--- config.mk ---
export PLATFORM = sky130hd
export DESIGN_NAME = arp_responder_cache_core
export DESIGN_NICKNAME = d
export VERILOG_FILES = /design/src/rtl/core/arc_pkg.sv /design/src/rtl/core/arp_responder_cache_core.sv /design/src/rtl/core/arc_datapath.sv /design/src/rtl/core/arc_ctrl.sv
export VERILOG_INCLUDE_DIRS = /design/src /design/src/rtl/core
export SDC_FILE = /design/constraint.sdc
export NUM_CORES = 2
export LEC_CHECK = 0
export CORE_MARGIN = 8
export CORE_UTILIZATION = 30
export CTS_BUF_LIST = sky130_fd_sc_hd__clkbuf_2 sky130_fd_sc_hd__clkbuf_4 sky130_fd_sc_hd__clkbuf_8
export DETAILED_ROUTE_END_ITERATION = 12
export DONT_BUFFER_PORTS = 1
export PLACE_DENSITY = 0.54
export SLEW_MARGIN = 20
export SYNTH_ARGS = -nofsm -noshare
export SYNTH_HDL_FRONTEND = slang
export SYNTH_SLANG_ARGS = --single-unit
--- constraint.sdc ---
create_clock -name clk -period 13.35 [get_ports clk]
set_input_delay 1.335 -clock clk [delete_from_list [all_inputs] [get_ports clk]]
set_output_delay 1.335 -clock clk [all_outputs]
set_load 0.03 [all_outputs]
--- src/rtl/core/arp_responder_cache_core_defines.svh ---
// ----------------------------------------------------------------------------
// ARP cache assertion macros
// Property wrappers for the ARP responder cache datapath.
// ----------------------------------------------------------------------------
`ifndef ARP_RESPONDER_CACHE_CORE_DEFINES_SVH
`define ARP_RESPONDER_CACHE_CORE_DEFINES_SVH

// Same-cycle implication, checked out of reset
`define ARC_ASSERT_IMP(label, ante, cons, msg) \
    label: assert property (@(posedge clk) disable iff (!rst_n) (ante) |-> (cons)) \
        else $error(msg);

// Next-cycle implication, checked out of reset
`define ARC_ASSERT_NEXT(label, ante, cons, msg) \
    label: assert property (@(posedge clk) disable iff (!rst_n) (ante) |=> (cons)) \
        else $error(msg);

`endif

--- src/rtl/core/arc_pkg.sv ---
// ----------------------------------------------------------------------------
// ARP cache package
// Table sizing, register indexes, opcodes, action codes and the
// command/status bundles between controller and datapath.
// ----------------------------------------------------------------------------
package arc_pkg;

    // Table sizing
    localparam int TABLE_DEPTH = 16;
    localparam int IDX_W       = (TABLE_DEPTH > 1) ? $clog2(TABLE_DEPTH) : 1;
    localparam int CNT_W       = $clog2(TABLE_DEPTH + 1);

    // Field widths
    localparam int MAC_W = 48;
    localparam int IP_W  = 32;
    localparam int CFG_W = 48;

    // Configuration register indexes
    localparam logic CFG_OWN_MAC = 1'b0;
    localparam logic CFG_OWN_IP  = 1'b1;

    // Received ARP opcodes
    localparam logic [15:0] ARP_OP_REQUEST = 16'd1;
    localparam logic [15:0] ARP_OP_REPLY   = 16'd2;

    // Opcodes of frames to send
    localparam logic [1:0] OUT_OP_NONE    = 2'd0;
    localparam logic [1:0] OUT_OP_REQUEST = 2'd1;
    localparam logic [1:0] OUT_OP_REPLY   = 2'd2;

    // Item kinds
    localparam logic KIND_PACKET = 1'b0;
    localparam logic KIND_LOOKUP = 1'b1;

    typedef enum logic [1:0] {
        ACT_NONE   = 2'd0,
        ACT_REPLY  = 2'd1,
        ACT_BCAST  = 2'd2,
        ACT_HIT    = 2'd3
    } action_t;

    typedef enum logic [1:0] {
        ST_IDLE,
        ST_SEARCH,
        ST_DECIDE
    } ctrl_state_t;

    typedef struct packed {
        logic load;     // capture the request and restart the scan
        logic scan;     // compare one table entry
        logic finish;   // form the result and update the table
    } ctrl_cmd_t;

    typedef struct packed {
        logic scan_done;    // every valid entry has been compared
        logic match;        // the current entry holds the search key
        logic out_free;     // result register can take a new result
    } ctrl_status_t;

endpackage

--- src/rtl/core/arp_responder_cache_core.sv ---
// Flow: a request is captured, then the table is scanned until a match or the end
// of the stored pairs (up to 16), one compare a cycle, then the result is written.
// No new request is taken until the last one is in the result register, since the
// table is scanned entry by entry; a held result keeps the next in its decide step.
// Reset: asynchronous, active low; clears the pair count, configuration and
// control state. No clearing pass: stored pairs past the count are never read.
// ----------------------------------------------------------------------------
// ARP responder cache core
// Answers ARP requests, learns sender pairs and serves MAC lookups from a
// sixteen-entry IPv4-to-MAC table.
// ----------------------------------------------------------------------------
module arp_responder_cache_core (
    input  logic        clk,
    input  logic        rst_n,
    input  logic        cfg_we,
    input  logic        cfg_index,
    input  logic [47:0] cfg_data,
    input  logic        in_valid,
    output logic        in_stall,
    input  logic        kind,
    input  logic [15:0] opcode,
    input  logic [47:0] sender_mac,
    input  logic [31:0] sender_ip,
    input  logic [31:0] target_ip,
    input  logic [31:0] query_ip,
    output logic        out_valid,
    input  logic        out_stall,
    output logic [1:0]  action,
    output logic [1:0]  out_opcode,
    output logic [47:0] dest_mac,
    output logic [31:0] dest_ip,
    output logic [31:0] source_ip,
    output logic [47:0] found_mac,
    output logic        learned,
    output logic        table_full
);
    import arc_pkg::*;

    ctrl_cmd_t    cmd;
    ctrl_status_t status;

    arc_ctrl u_ctrl (
        .clk      (clk),
        .rst_n    (rst_n),
        .in_valid (in_valid),
        .in_stall (in_stall),
        .status   (status),
        .cmd      (cmd)
    );

    arc_datapath u_datapath (
        .clk        (clk),
        .rst_n      (rst_n),
        .cfg_we     (cfg_we),
        .cfg_index  (cfg_index),
        .cfg_data   (cfg_data),
        .kind       (kind),
        .opcode     (opcode),
        .sender_mac (sender_mac),
        .sender_ip  (sender_ip),
        .target_ip  (target_ip),
        .query_ip   (query_ip),
        .cmd        (cmd),
        .status     (status),
        .out_valid  (out_valid),
        .out_stall  (out_stall),
        .action     (action),
        .out_opcode (out_opcode),
        .dest_mac   (dest_mac),
        .dest_ip    (dest_ip),
        .source_ip  (source_ip),
        .found_mac  (found_mac),
        .learned    (learned),
        .table_full (table_full)
    );

endmodule

--- src/rtl/core/arc_datapath.sv ---
// ----------------------------------------------------------------------------
// ARP cache datapath
// Request registers, pair table, scan counter, result register and the
// configuration registers.
// ----------------------------------------------------------------------------
`include "arp_responder_cache_core_defines.svh"

module arc_datapath (
    input  logic                       clk,
    input  logic                       rst_n,
    input  logic                       cfg_we,
    input  logic                       cfg_index,
    input  logic [47:0]                cfg_data,
    input  logic                       kind,
    input  logic [15:0]                opcode,
    input  logic [47:0]                sender_mac,
    input  logic [31:0]                sender_ip,
    input  logic [31:0]                target_ip,
    input  logic [31:0]                query_ip,
    input  arc_pkg::ctrl_cmd_t         cmd,
    output arc_pkg::ctrl_status_t      status,
    output logic                       out_valid,
    input  logic                       out_stall,
    output logic [1:0]                 action,
    output logic [1:0]                 out_opcode,
    output logic [47:0]                dest_mac,
    output logic [31:0]                dest_ip,
    output logic [31:0]                source_ip,
    output logic [47:0]                found_mac,
    output logic                       learned,
    output logic                       table_full
);
    import arc_pkg::*;

    // Configuration
    logic [MAC_W-1:0] own_mac_reg;
    logic [IP_W-1:0]  own_ip_reg;

    // Captured request
    logic             kind_reg;
    logic             op_req_reg;
    logic             op_rep_reg;
    logic [MAC_W-1:0] smac_reg;
    logic [IP_W-1:0]  sip_reg;
    logic [IP_W-1:0]  tip_reg;
    logic [IP_W-1:0]  qip_reg;
    logic [IP_W-1:0]  key_reg;

    // Table and scan
    logic [IP_W-1:0]  entry_ip_reg  [TABLE_DEPTH];
    logic [MAC_W-1:0] entry_mac_reg [TABLE_DEPTH];
    logic [CNT_W-1:0] count_reg;
    logic [CNT_W-1:0] scan_idx_reg;
    logic             hit_reg;
    logic [MAC_W-1:0] hit_mac_reg;

    // Result register
    logic             out_valid_reg;
    action_t          action_reg;
    logic [1:0]       out_opcode_reg;
    logic [MAC_W-1:0] dest_mac_reg;
    logic [IP_W-1:0]  dest_ip_reg;
    logic [IP_W-1:0]  source_ip_reg;
    logic [MAC_W-1:0] found_mac_reg;
    logic             learned_reg;
    logic             table_full_reg;

    // Result next values
    action_t          action_next;
    logic [1:0]       out_opcode_next;
    logic [MAC_W-1:0] dest_mac_next;
    logic [IP_W-1:0]  dest_ip_next;
    logic [IP_W-1:0]  source_ip_next;
    logic [MAC_W-1:0] found_mac_next;
    logic             learned_next;
    logic             table_full_next;
    logic             learn_op;
    logic             tbl_full;

    // Status to the controller
    always_comb
    begin
        status.scan_done = (scan_idx_reg == count_reg);
        status.match     = (scan_idx_reg != count_reg) &&
                           (entry_ip_reg[scan_idx_reg[IDX_W-1:0]] == key_reg);
        status.out_free  = !out_valid_reg || !out_stall;
    end

    // Write configuration registers
    always_ff @(posedge clk or negedge rst_n)
    begin
        if (!rst_n)
        begin
            own_mac_reg <= '0;
            own_ip_reg  <= '0;
        end
        else if (cfg_we)
        begin
            unique case (cfg_index)
                CFG_OWN_MAC: own_mac_reg <= cfg_data;
                CFG_OWN_IP:  own_ip_reg  <= cfg_data[IP_W-1:0];
                default:     own_mac_reg <= own_mac_reg;
            endcase
        end
    end

    // Capture the request
    always_ff @(posedge clk)
    begin
        if (cmd.load)
        begin
            kind_reg   <= kind;
            op_req_reg <= (opcode == ARP_OP_REQUEST);
            op_rep_reg <= (opcode == ARP_OP_REPLY);
            smac_reg   <= sender_mac;
            sip_reg    <= sender_ip;
            tip_reg    <= target_ip;
            qip_reg    <= query_ip;
            key_reg    <= (kind == KIND_LOOKUP) ? query_ip : sender_ip;
        end
    end

    // Step the scan one entry a cycle, hold on a match
    always_ff @(posedge clk or negedge rst_n)
    begin
        if (!rst_n)
        begin
            scan_idx_reg <= '0;
            hit_reg      <= 1'b0;
        end
        else if (cmd.load)
        begin
            scan_idx_reg <= '0;
            hit_reg      <= 1'b0;
        end
        else if (cmd.scan)
        begin
            if (status.match)
                hit_reg <= 1'b1;
            else if (!status.scan_done)
                scan_idx_reg <= scan_idx_reg + 1'b1;
        end
    end

    always_ff @(posedge clk)
    begin
        if (cmd.scan && status.match)
            hit_mac_reg <= entry_mac_reg[scan_idx_reg[IDX_W-1:0]];
    end

    // Form the result
    always_comb
    begin
        learn_op        = (kind_reg == KIND_PACKET) && (op_req_reg || op_rep_reg);
        tbl_full        = (count_reg == CNT_W'(TABLE_DEPTH));
        action_next     = ACT_NONE;
        out_opcode_next = OUT_OP_NONE;
        dest_mac_next   = '0;
        dest_ip_next    = '0;
        source_ip_next  = '0;
        found_mac_next  = '0;
        learned_next    = learn_op && !hit_reg && !tbl_full;
        table_full_next = learn_op && !hit_reg && tbl_full;
        if (kind_reg == KIND_PACKET)
        begin
            if (op_req_reg)
            begin
                action_next     = ACT_REPLY;
                out_opcode_next = OUT_OP_REPLY;
                dest_mac_next   = smac_reg;
                dest_ip_next    = sip_reg;
                source_ip_next  = tip_reg;
            end
        end
        else if (hit_reg)
        begin
            action_next    = ACT_HIT;
            found_mac_next = hit_mac_reg;
        end
        else
        begin
            action_next     = ACT_BCAST;
            out_opcode_next = OUT_OP_REQUEST;
            dest_ip_next    = qip_reg;
            source_ip_next  = own_ip_reg;
        end
    end

    // Store a new pair
    always_ff @(posedge clk or negedge rst_n)
    begin
        if (!rst_n)
            count_reg <= '0;
        else if (cmd.finish && learned_next)
            count_reg <= count_reg + 1'b1;
    end

    always_ff @(posedge clk)
    begin
        if (cmd.finish && learned_next)
        begin
            entry_ip_reg[count_reg[IDX_W-1:0]]  <= sip_reg;
            entry_mac_reg[count_reg[IDX_W-1:0]] <= smac_reg;
        end
    end

    // Hold the result until taken
    always_ff @(posedge clk or negedge rst_n)
    begin
        if (!rst_n)
            out_valid_reg <= 1'b0;
        else if (cmd.finish)
            out_valid_reg <= 1'b1;
        else if (!out_stall)
            out_valid_reg <= 1'b0;
    end

    always_ff @(posedge clk)
    begin
        if (cmd.finish)
        begin
            action_reg     <= action_next;
            out_opcode_reg <= out_opcode_next;
            dest_mac_reg   <= dest_mac_next;
            dest_ip_reg    <= dest_ip_next;
            source_ip_reg  <= source_ip_next;
            found_mac_reg  <= found_mac_next;
            learned_reg    <= learned_next;
            table_full_reg <= table_full_next;
        end
    end

    assign out_valid  = out_valid_reg;
    assign action     = action_reg;
    assign out_opcode = out_opcode_reg;
    assign dest_mac   = dest_mac_reg;
    assign dest_ip    = dest_ip_reg;
    assign source_ip  = source_ip_reg;
    assign found_mac  = found_mac_reg;
    assign learned    = learned_reg;
    assign table_full = table_full_reg;

    // Checks
    `ARC_ASSERT_IMP(a_count_bound, 1'b1, count_reg <= CNT_W'(TABLE_DEPTH), "entry count overflow")
    `ARC_ASSERT_IMP(a_scan_bound, 1'b1, scan_idx_reg <= count_reg, "scan index past entry count")
    `ARC_ASSERT_IMP(a_finish_free, cmd.finish, status.out_free, "result overwritten before taken")
    `ARC_ASSERT_NEXT(a_learn_count, cmd.finish && learned_next, count_reg == $past(count_reg) + 1'b1, "learned pair not counted")

endmodule

--- src/rtl/core/arc_ctrl.sv ---
// ----------------------------------------------------------------------------
// ARP cache controller
// Sequences capture, table scan and result write for one request at a time.
// ----------------------------------------------------------------------------
module arc_ctrl (
    input  logic                   clk,
    input  logic                   rst_n,
    input  logic                   in_valid,
    output logic                   in_stall,
    input  arc_pkg::ctrl_status_t  status,
    output arc_pkg::ctrl_cmd_t     cmd
);
    import arc_pkg::*;

    ctrl_state_t state_reg;
    ctrl_state_t state_next;

    // State register
    always_ff @(posedge clk or negedge rst_n)
    begin
        if (!rst_n)
            state_reg <= ST_IDLE;
        else
            state_reg <= state_next;
    end

    // Next state and commands
    always_comb
    begin
        state_next = state_reg;
        cmd        = '0;
        in_stall   = 1'b1;
        unique case (state_reg)
            ST_IDLE:
            begin
                in_stall = 1'b0;
                if (in_valid)
                begin
                    cmd.load   = 1'b1;
                    state_next = ST_SEARCH;
                end
            end
            ST_SEARCH:
            begin
                cmd.scan = 1'b1;
                if (status.match || status.scan_done)
                    state_next = ST_DECIDE;
            end
            ST_DECIDE:
            begin
                if (status.out_free)
                begin
                    cmd.finish = 1'b1;
                    state_next = ST_IDLE;
                end
            end
            default:
            begin
                state_next = ST_IDLE;
            end
        endcase
    end

endmodule

### Word level (Yosys, flattened, before mapping)

Memory sizes are Yosys's and may differ from the RTL's. A register that Yosys moved wholly into a read port is not among the register bits.
Index checks and enable logic that the tools add are counted.

| operators by class | value |
|---|---|
| add/subtract/negate cells | 2 |
| equal/unequal tests | 14 |
| mux-type cells | 34 |
| bitwise operators | 2 |
| reduce and logical (&&, ||, !) cells | 23 |

Operators by type and width:

| cell | number |
|---|---|
| $mux 32 | 7 |
| $eq 32x32->1 | 1 |
| $mux 5 | 4 |
| $eq 16x1->1 const B | 1 |
| $eq 16x2->1 const B | 1 |
| $mux 1 | 16 |
| $mux 2 | 6 |
| $add 5x1->5 const B | 2 |
| $ne 2x2->1 const B | 4 |
| $logic_and 1x1->1 | 7 |
| $pmux 2 s3 | 1 |
| $reduce_and 2->1 | 3 |
| $reduce_and 3->1 | 2 |
| $eq 5x5->1 | 1 |
| $eq 5x5->1 const B | 1 |
| $ne 5x5->1 | 1 |
| $logic_not 1->1 | 4 |
| $ne 2x1->1 const B | 2 |
| $reduce_bool 2->1 | 2 |
| $logic_or 1x1->1 | 3 |
| $eq 2x1->1 const B | 1 |
| $eq 2x2->1 const B | 1 |
| $logic_not 2->1 | 1 |
| $not 1->1 | 2 |
| $reduce_or 2->1 | 1 |

| word-level totals | value |
|---|---|
| register bits after elaboration | 391 |
| bits in writable memories | 1280 |
| input port bits | 215 |
| output and inout bits | 168 |
| word-level logic and storage cells | 99 |
| memories kept | 2 |

Memory list:

| name | words | width | read ports | clocked after Yosys merged registers in | write ports | line | text |
|---|---|---|---|---|---|---|---|
| u_datapath.entry_mac_reg | 16 | 48 | 1 | 1 | 1 | arc_datapath.sv:51 | `logic [MAC_W-1:0] entry_mac_reg [TABLE_DEPTH];` |
| u_datapath.entry_ip_reg | 16 | 32 | 1 | 0 | 1 | arc_datapath.sv:50 | `logic [IP_W-1:0] entry_ip_reg [TABLE_DEPTH];` |

### Logic depth before layout (Yosys ltp)

| depth | value |
|---|---|
| depth after elaboration | 7 |
| depth in mapped cells | 14 |
| depth with buffers taken out | 9 |

### Modules after synthesis

A second synthesis with hierarchy kept.

| second synthesis, totals | value |
|---|---|
| cell total of the unflattened synthesis | 2761 |
| area total of the unflattened synthesis | 64423.0 um2 |

Modules (own cells, without submodules):

| module | times used | cells each | area an instance (um2) | sequential area each (um2) |
|---|---|---|---|---|
| arc_datapath | 1 | 2748 | 64302.9 | 51339.2 |
| arc_ctrl | 1 | 13 | 120.1 | 50.0 |

### Worst setup path after synthesis

Ideal clock, no wire load.

| timing | value |
|---|---|
| path kind | input -> register |
| start point | input port out_stall |
| end point | memory u_datapath.entry_ip_reg[0][0], enable pin |
| setup time | 0.447 ns |
| data arrival time | 12.523 ns |
| required time | 12.903 ns |
| path slack | 0.380 ns |
| stages on the path | 5 |
| cells stage by stage | a21oi_1 and2_1 clkbuf_1 nor3b_1 and2_1 |

| between the ends | value |
|---|---|
| cells in the longest elaborated chain, start to end | 7 |

RTL lines:

| element | line | text |
|---|---|---|
| start: declaration | arp_responder_cache_core.sv:27 | `input logic out_stall,` |
| $logic_not 1->1 | arc_datapath.sv:86 | `status.out_free = !out_valid_reg \|\| !out_stall;` |
| $logic_or 1x1->1 | arc_datapath.sv:86 |  |
| $mux 1 | arc_ctrl.sv:51 | `if (status.out_free)` |
| $mux 1 | arc_ctrl.sv:33 | `unique case (state_reg)` |
| $logic_and 1x1->1 | arc_datapath.sv:200 | `if (cmd.finish && learned_next)` |
| $mux 1 | arc_datapath.sv:200 |  |
| $mux 1 (implied by the code) | arc_datapath.sv:202 | `entry_ip_reg[count_reg[IDX_W-1:0]] <= sip_reg;` |
| end: declaration | arc_datapath.sv:50 |  |

No other way between the ends.

### Final worst setup path

| timing | value |
|---|---|
| start point | register u_datapath.scan_idx_reg[0] |
| end point | register u_datapath.hit_mac_reg[36], read port of u_datapath.entry_mac_reg, enable pin |

| between the ends | value |
|---|---|
| cells in the longest elaborated chain, start to end | 4 |
| elaborated cells between the ends (all ways) | 5 |
| classes of those cells | eq/ne (2); reduce/logical (2); memory (1) |

RTL lines:

| element | line | text |
|---|---|---|
| start: declaration | arc_datapath.sv:53 | `logic [CNT_W-1:0] scan_idx_reg;` |
| start signal: assignment | arc_datapath.sv:141 | `scan_idx_reg <= scan_idx_reg + 1'b1;` |
| $mem_v2 16x32 | n/a |  |
| $eq 32x32->1 | arc_datapath.sv:85 | `(entry_ip_reg[scan_idx_reg[IDX_W-1:0]] == key_reg);` |
| $logic_and 1x1->1 | arc_datapath.sv:84 | `status.match = (scan_idx_reg != count_reg) &&` |
| $logic_and 1x1->1 | arc_datapath.sv:147 | `if (cmd.scan && status.match)` |
| end: declaration | arc_datapath.sv:55 | `logic [MAC_W-1:0] hit_mac_reg;` |

Several ways; a longest one is shown, not always the timed one.
A chain may end at the register's enable or synchronous reset.

==> results.json <==
{
  "hp-class": "primary input to asynchronous set/reset pin",
  "synth_flop_cell": "edfxtp_1",
  "period_needed_ns": 6.47,
  "coreArea_mm2": 0.214,
  "io_buffers": 0,
  "numCtsBuffers": 317,
  "p_per_area_mw_per_mm2": 199,
  "cts_root_buf": "clkbuf_8",
  "synth.yosys.seq_area_share": 0.798,
  "drive_above_1_share": 0.299,
  "area_growth_syn_to_layout_pct": 14.7,
  "hold_viol_final": 0,
  "status": "completed",
  "syn_nets": 2980,
  "largest_reg_flops": 768,
  "htreeDepth": 5,
  "crit_required_ns": 13.94,
  "crit_chain": "buf_12 > buf_4 > mux4_2 > mux4_2 > xnor2_1 > o21ai_0 > nor4_1 > nand3_2 > nor2_4 > buf_4",
  "grt_pass1_vias": 30941,
  "final_cell_mix": "edfxtp_1, mux4_2, clkbuf_8, mux2i_1, clkbuf_4",
  "place.gp.congestion": 0.707,
  "syn-cell-area_mm2": 0.0644,
  "worst_ep_arrival_time_ns": 7.06,
  "hpwl_um": 87900,
  "die-area_mm2": 0.230,
  "clock_latency_ns": 1.05,
  "fin_nets": 3220,
  "vias_per_cell": 4.80,
  "maxCapViolCount": 0,
  "finalCritPeriodShare": 0.484,
  "critPathMaxFanout": 93,
  "slew_headroom": 0.251,
  "ios": 383,
  "antenna_found_initial": 30,
  "start_util": 0.301,
  "placementRows": 170,
  "clk_pin_slew_ns": 0.06,
  "die_w_um": 479,
  "drtIter0Drc": 2303,
  "fillers": 19930,
  "p_leak_nw": 23.2,
  "cp_num_buf_inv": 3,
  "synth_edf_count": 1673,
  "async_flop_share": 0.0268,
  "setup-tns-final_ns": 0,
  "vias": 29161,
  "drtPass1Iterations": 6,
  "layout_commonest_cell": "edfxtp_1",
  "grt.total_usage": 0.141,
  "overflow": 0,
  "ant_nets": 0,
  "yosysWarnings": 0,
  "fmax_ghz": 0.155,
  "drt_wl_total_um": 167000,
  "cts_sinks": 1719,
  "clock_skew_ns": 0.110,
  "start_kind": "register",
  "ir_worst_vdd_v": 0.000134,
  "cts_buffer_depth": 4,
  "rsz0062_at_grt": "no",
  "grt_pass1_wl_um": 234000,
  "slowest_stage": "dfrtp_4",
  "ys_ff_latch": 1719,
  "syn_inst": 2760,
  "die_y_um": 479,
  "cts_tree": "built",
  "utilization": 0.345,
  "wl_per_cell_um": 27.5,
  "end_kind": "register",
  "max_stage_delay_ns": 0.93,
  "tightestPinTransition_ns": 1.12,
  "setup_viol": 0,
  "crit_family": "buffers and inverters",
  "timing.final.max_slew_violations": 0,
  "drc": 0,
  "syn_area_per_cell_um2": 23.3,
  "crit_type": "register to register",
  "post_cts_resized": 0,
  "synth_cell_types": 53,
  "grt_max_degree": 110
}
-- worst register-to-register path, delay by kind of cell, from the launching register on --
family,cells,cell delay (ns)
xor+xnor,1,0.27
mux,2,1.11
compound gates,1,0.13
buf+inv,3,2.29
simple gates,3,1.32
flops,1,0.93
-- where the power goes --
part | leakage (nW) | switching, mW | total (mW) | internal (mW)
Combinational | 4.40 | 1.42 | 2.69 | 1.27
Clock | 3.13 | 2.13 | 4.82 | 2.69
Sequential | 15.7 | 0.620 | 7.15 | 6.53
-- logic make-up (layout without fill, tap and decap cells) --
kind of cell | Yosys count | after routing | synth area share
AO/OA/AOI/OAI | 119 | 119 | 0.0154
XOR/XNOR | 58 | 58 | 0.00789
adder cells (fa/ha/maj) | 5 | 5 | 0.000972
buffers and inverters | 145 | 600 | 0.0112
flip-flops | 1719 | 1719 | 0.798
multiplexers | 517 | 517 | 0.148
other | 0 | 16 | 0
AND/OR/NAND/NOR | 197 | 197 | 0.0185
-- layout make-up --
cell class	instances	area, µm²	share of cell area
Tap cell	2838	3550	0.0481
Antenna cell	16	40.0	0.000542
Clock buffer	417	5180	0.0701
Clock inverter	117	756	0.0102
Multi-Input combinational cell	896	12300	0.167
Sequential cell	1719	51400	0.696
Inverter	8	37.5	0.000508
Timing Repair Buffer	58	526	0.00712
-- timing repair --
| action | 4_1_cts | 5_1_grt |
|---|---|---|
| buffers inserted | 0 | 0 |
| hold buffers | 1 | 0 |
| endpoints found under the hold margin | 46 | 0 |
-- per-stage QoR --
step	instance area (µm²)	hold WS, ns	setup slack (ns)	power [mW]	std cells
2_1_floorplan	64400	0.465	0.380	9.17	2760
3_3_place_gp	67800	0.487	6.63	10.0	5517
3_5_place_dp	67800	0.494	6.68	10.0	5518
4_1_cts	73800	0.0937	6.66	14.9	6053
5_1_grt	73800	0.125	6.47	15.3	6059
6_report	73800	0.215	6.88	14.7	6069
-- final timing paths --
kind / start / end / slack, ns / cells past startpoint
min in group clk: sender_ip[11] / u_datapath.sip_reg[11] / 0.38 / 0
worst min-delay path: rst_n / u_datapath.own_ip_reg[23] / 0.22 / 1
max in group asynchronous: rst_n / u_datapath.own_ip_reg[9] / 12.87 / 1
worst min register to register: u_datapath.own_ip_reg[19] / u_datapath.own_ip_reg[19] / 0.50 / 1
worst max-delay path: u_datapath.scan_idx_reg[0] / u_datapath.hit_mac_reg[36] / 6.88 / 10
worst max register to register: u_datapath.scan_idx_reg[0] / u_datapath.hit_mac_reg[36] / 6.88 / 10
-- Yosys cell counts (4+ instances only) --
master    count  area share
a21oi_1       5     0.00039
a221oi_1     11      0.0015
a22o_1       70      0.0095
a22oi_1      12      0.0014
and2_1       66      0.0064
and3_1       50      0.0049
buf_1        13     0.00076
buf_2        34      0.0026
buf_4         8     0.00093
buf_6         8      0.0014
clkbuf_1     71      0.0041
dfrtp_1      46       0.018
edfxtp_1   1673        0.78
ha_1          5     0.00097
inv_1         8     0.00047
mux2_2       76       0.013
mux2i_1     102       0.016
mux4_2      337        0.12
nand2_1      19      0.0011
nand2b_1      5     0.00049
nand3_1       7     0.00054
nand4_1       4     0.00039
nor2_1       10     0.00058
nor2b_1       5     0.00049
nor4_1       10     0.00097
o22ai_1       5     0.00049
xnor2_1      40      0.0054
xor2_1       18      0.0024
-- per-layer routing --
metal / vias up / GRT usage / part of all wire
li1: 12137 / - / -
met1: 15707 / 0.185 / 0.43
met2: 974 / 0.232 / 0.48
met3: 327 / 0.0351 / 0.067
met4: 16 / 0.0433 / 0.025
met5: - / 0 / 0.00072
(Power assumes the default switching activity.)
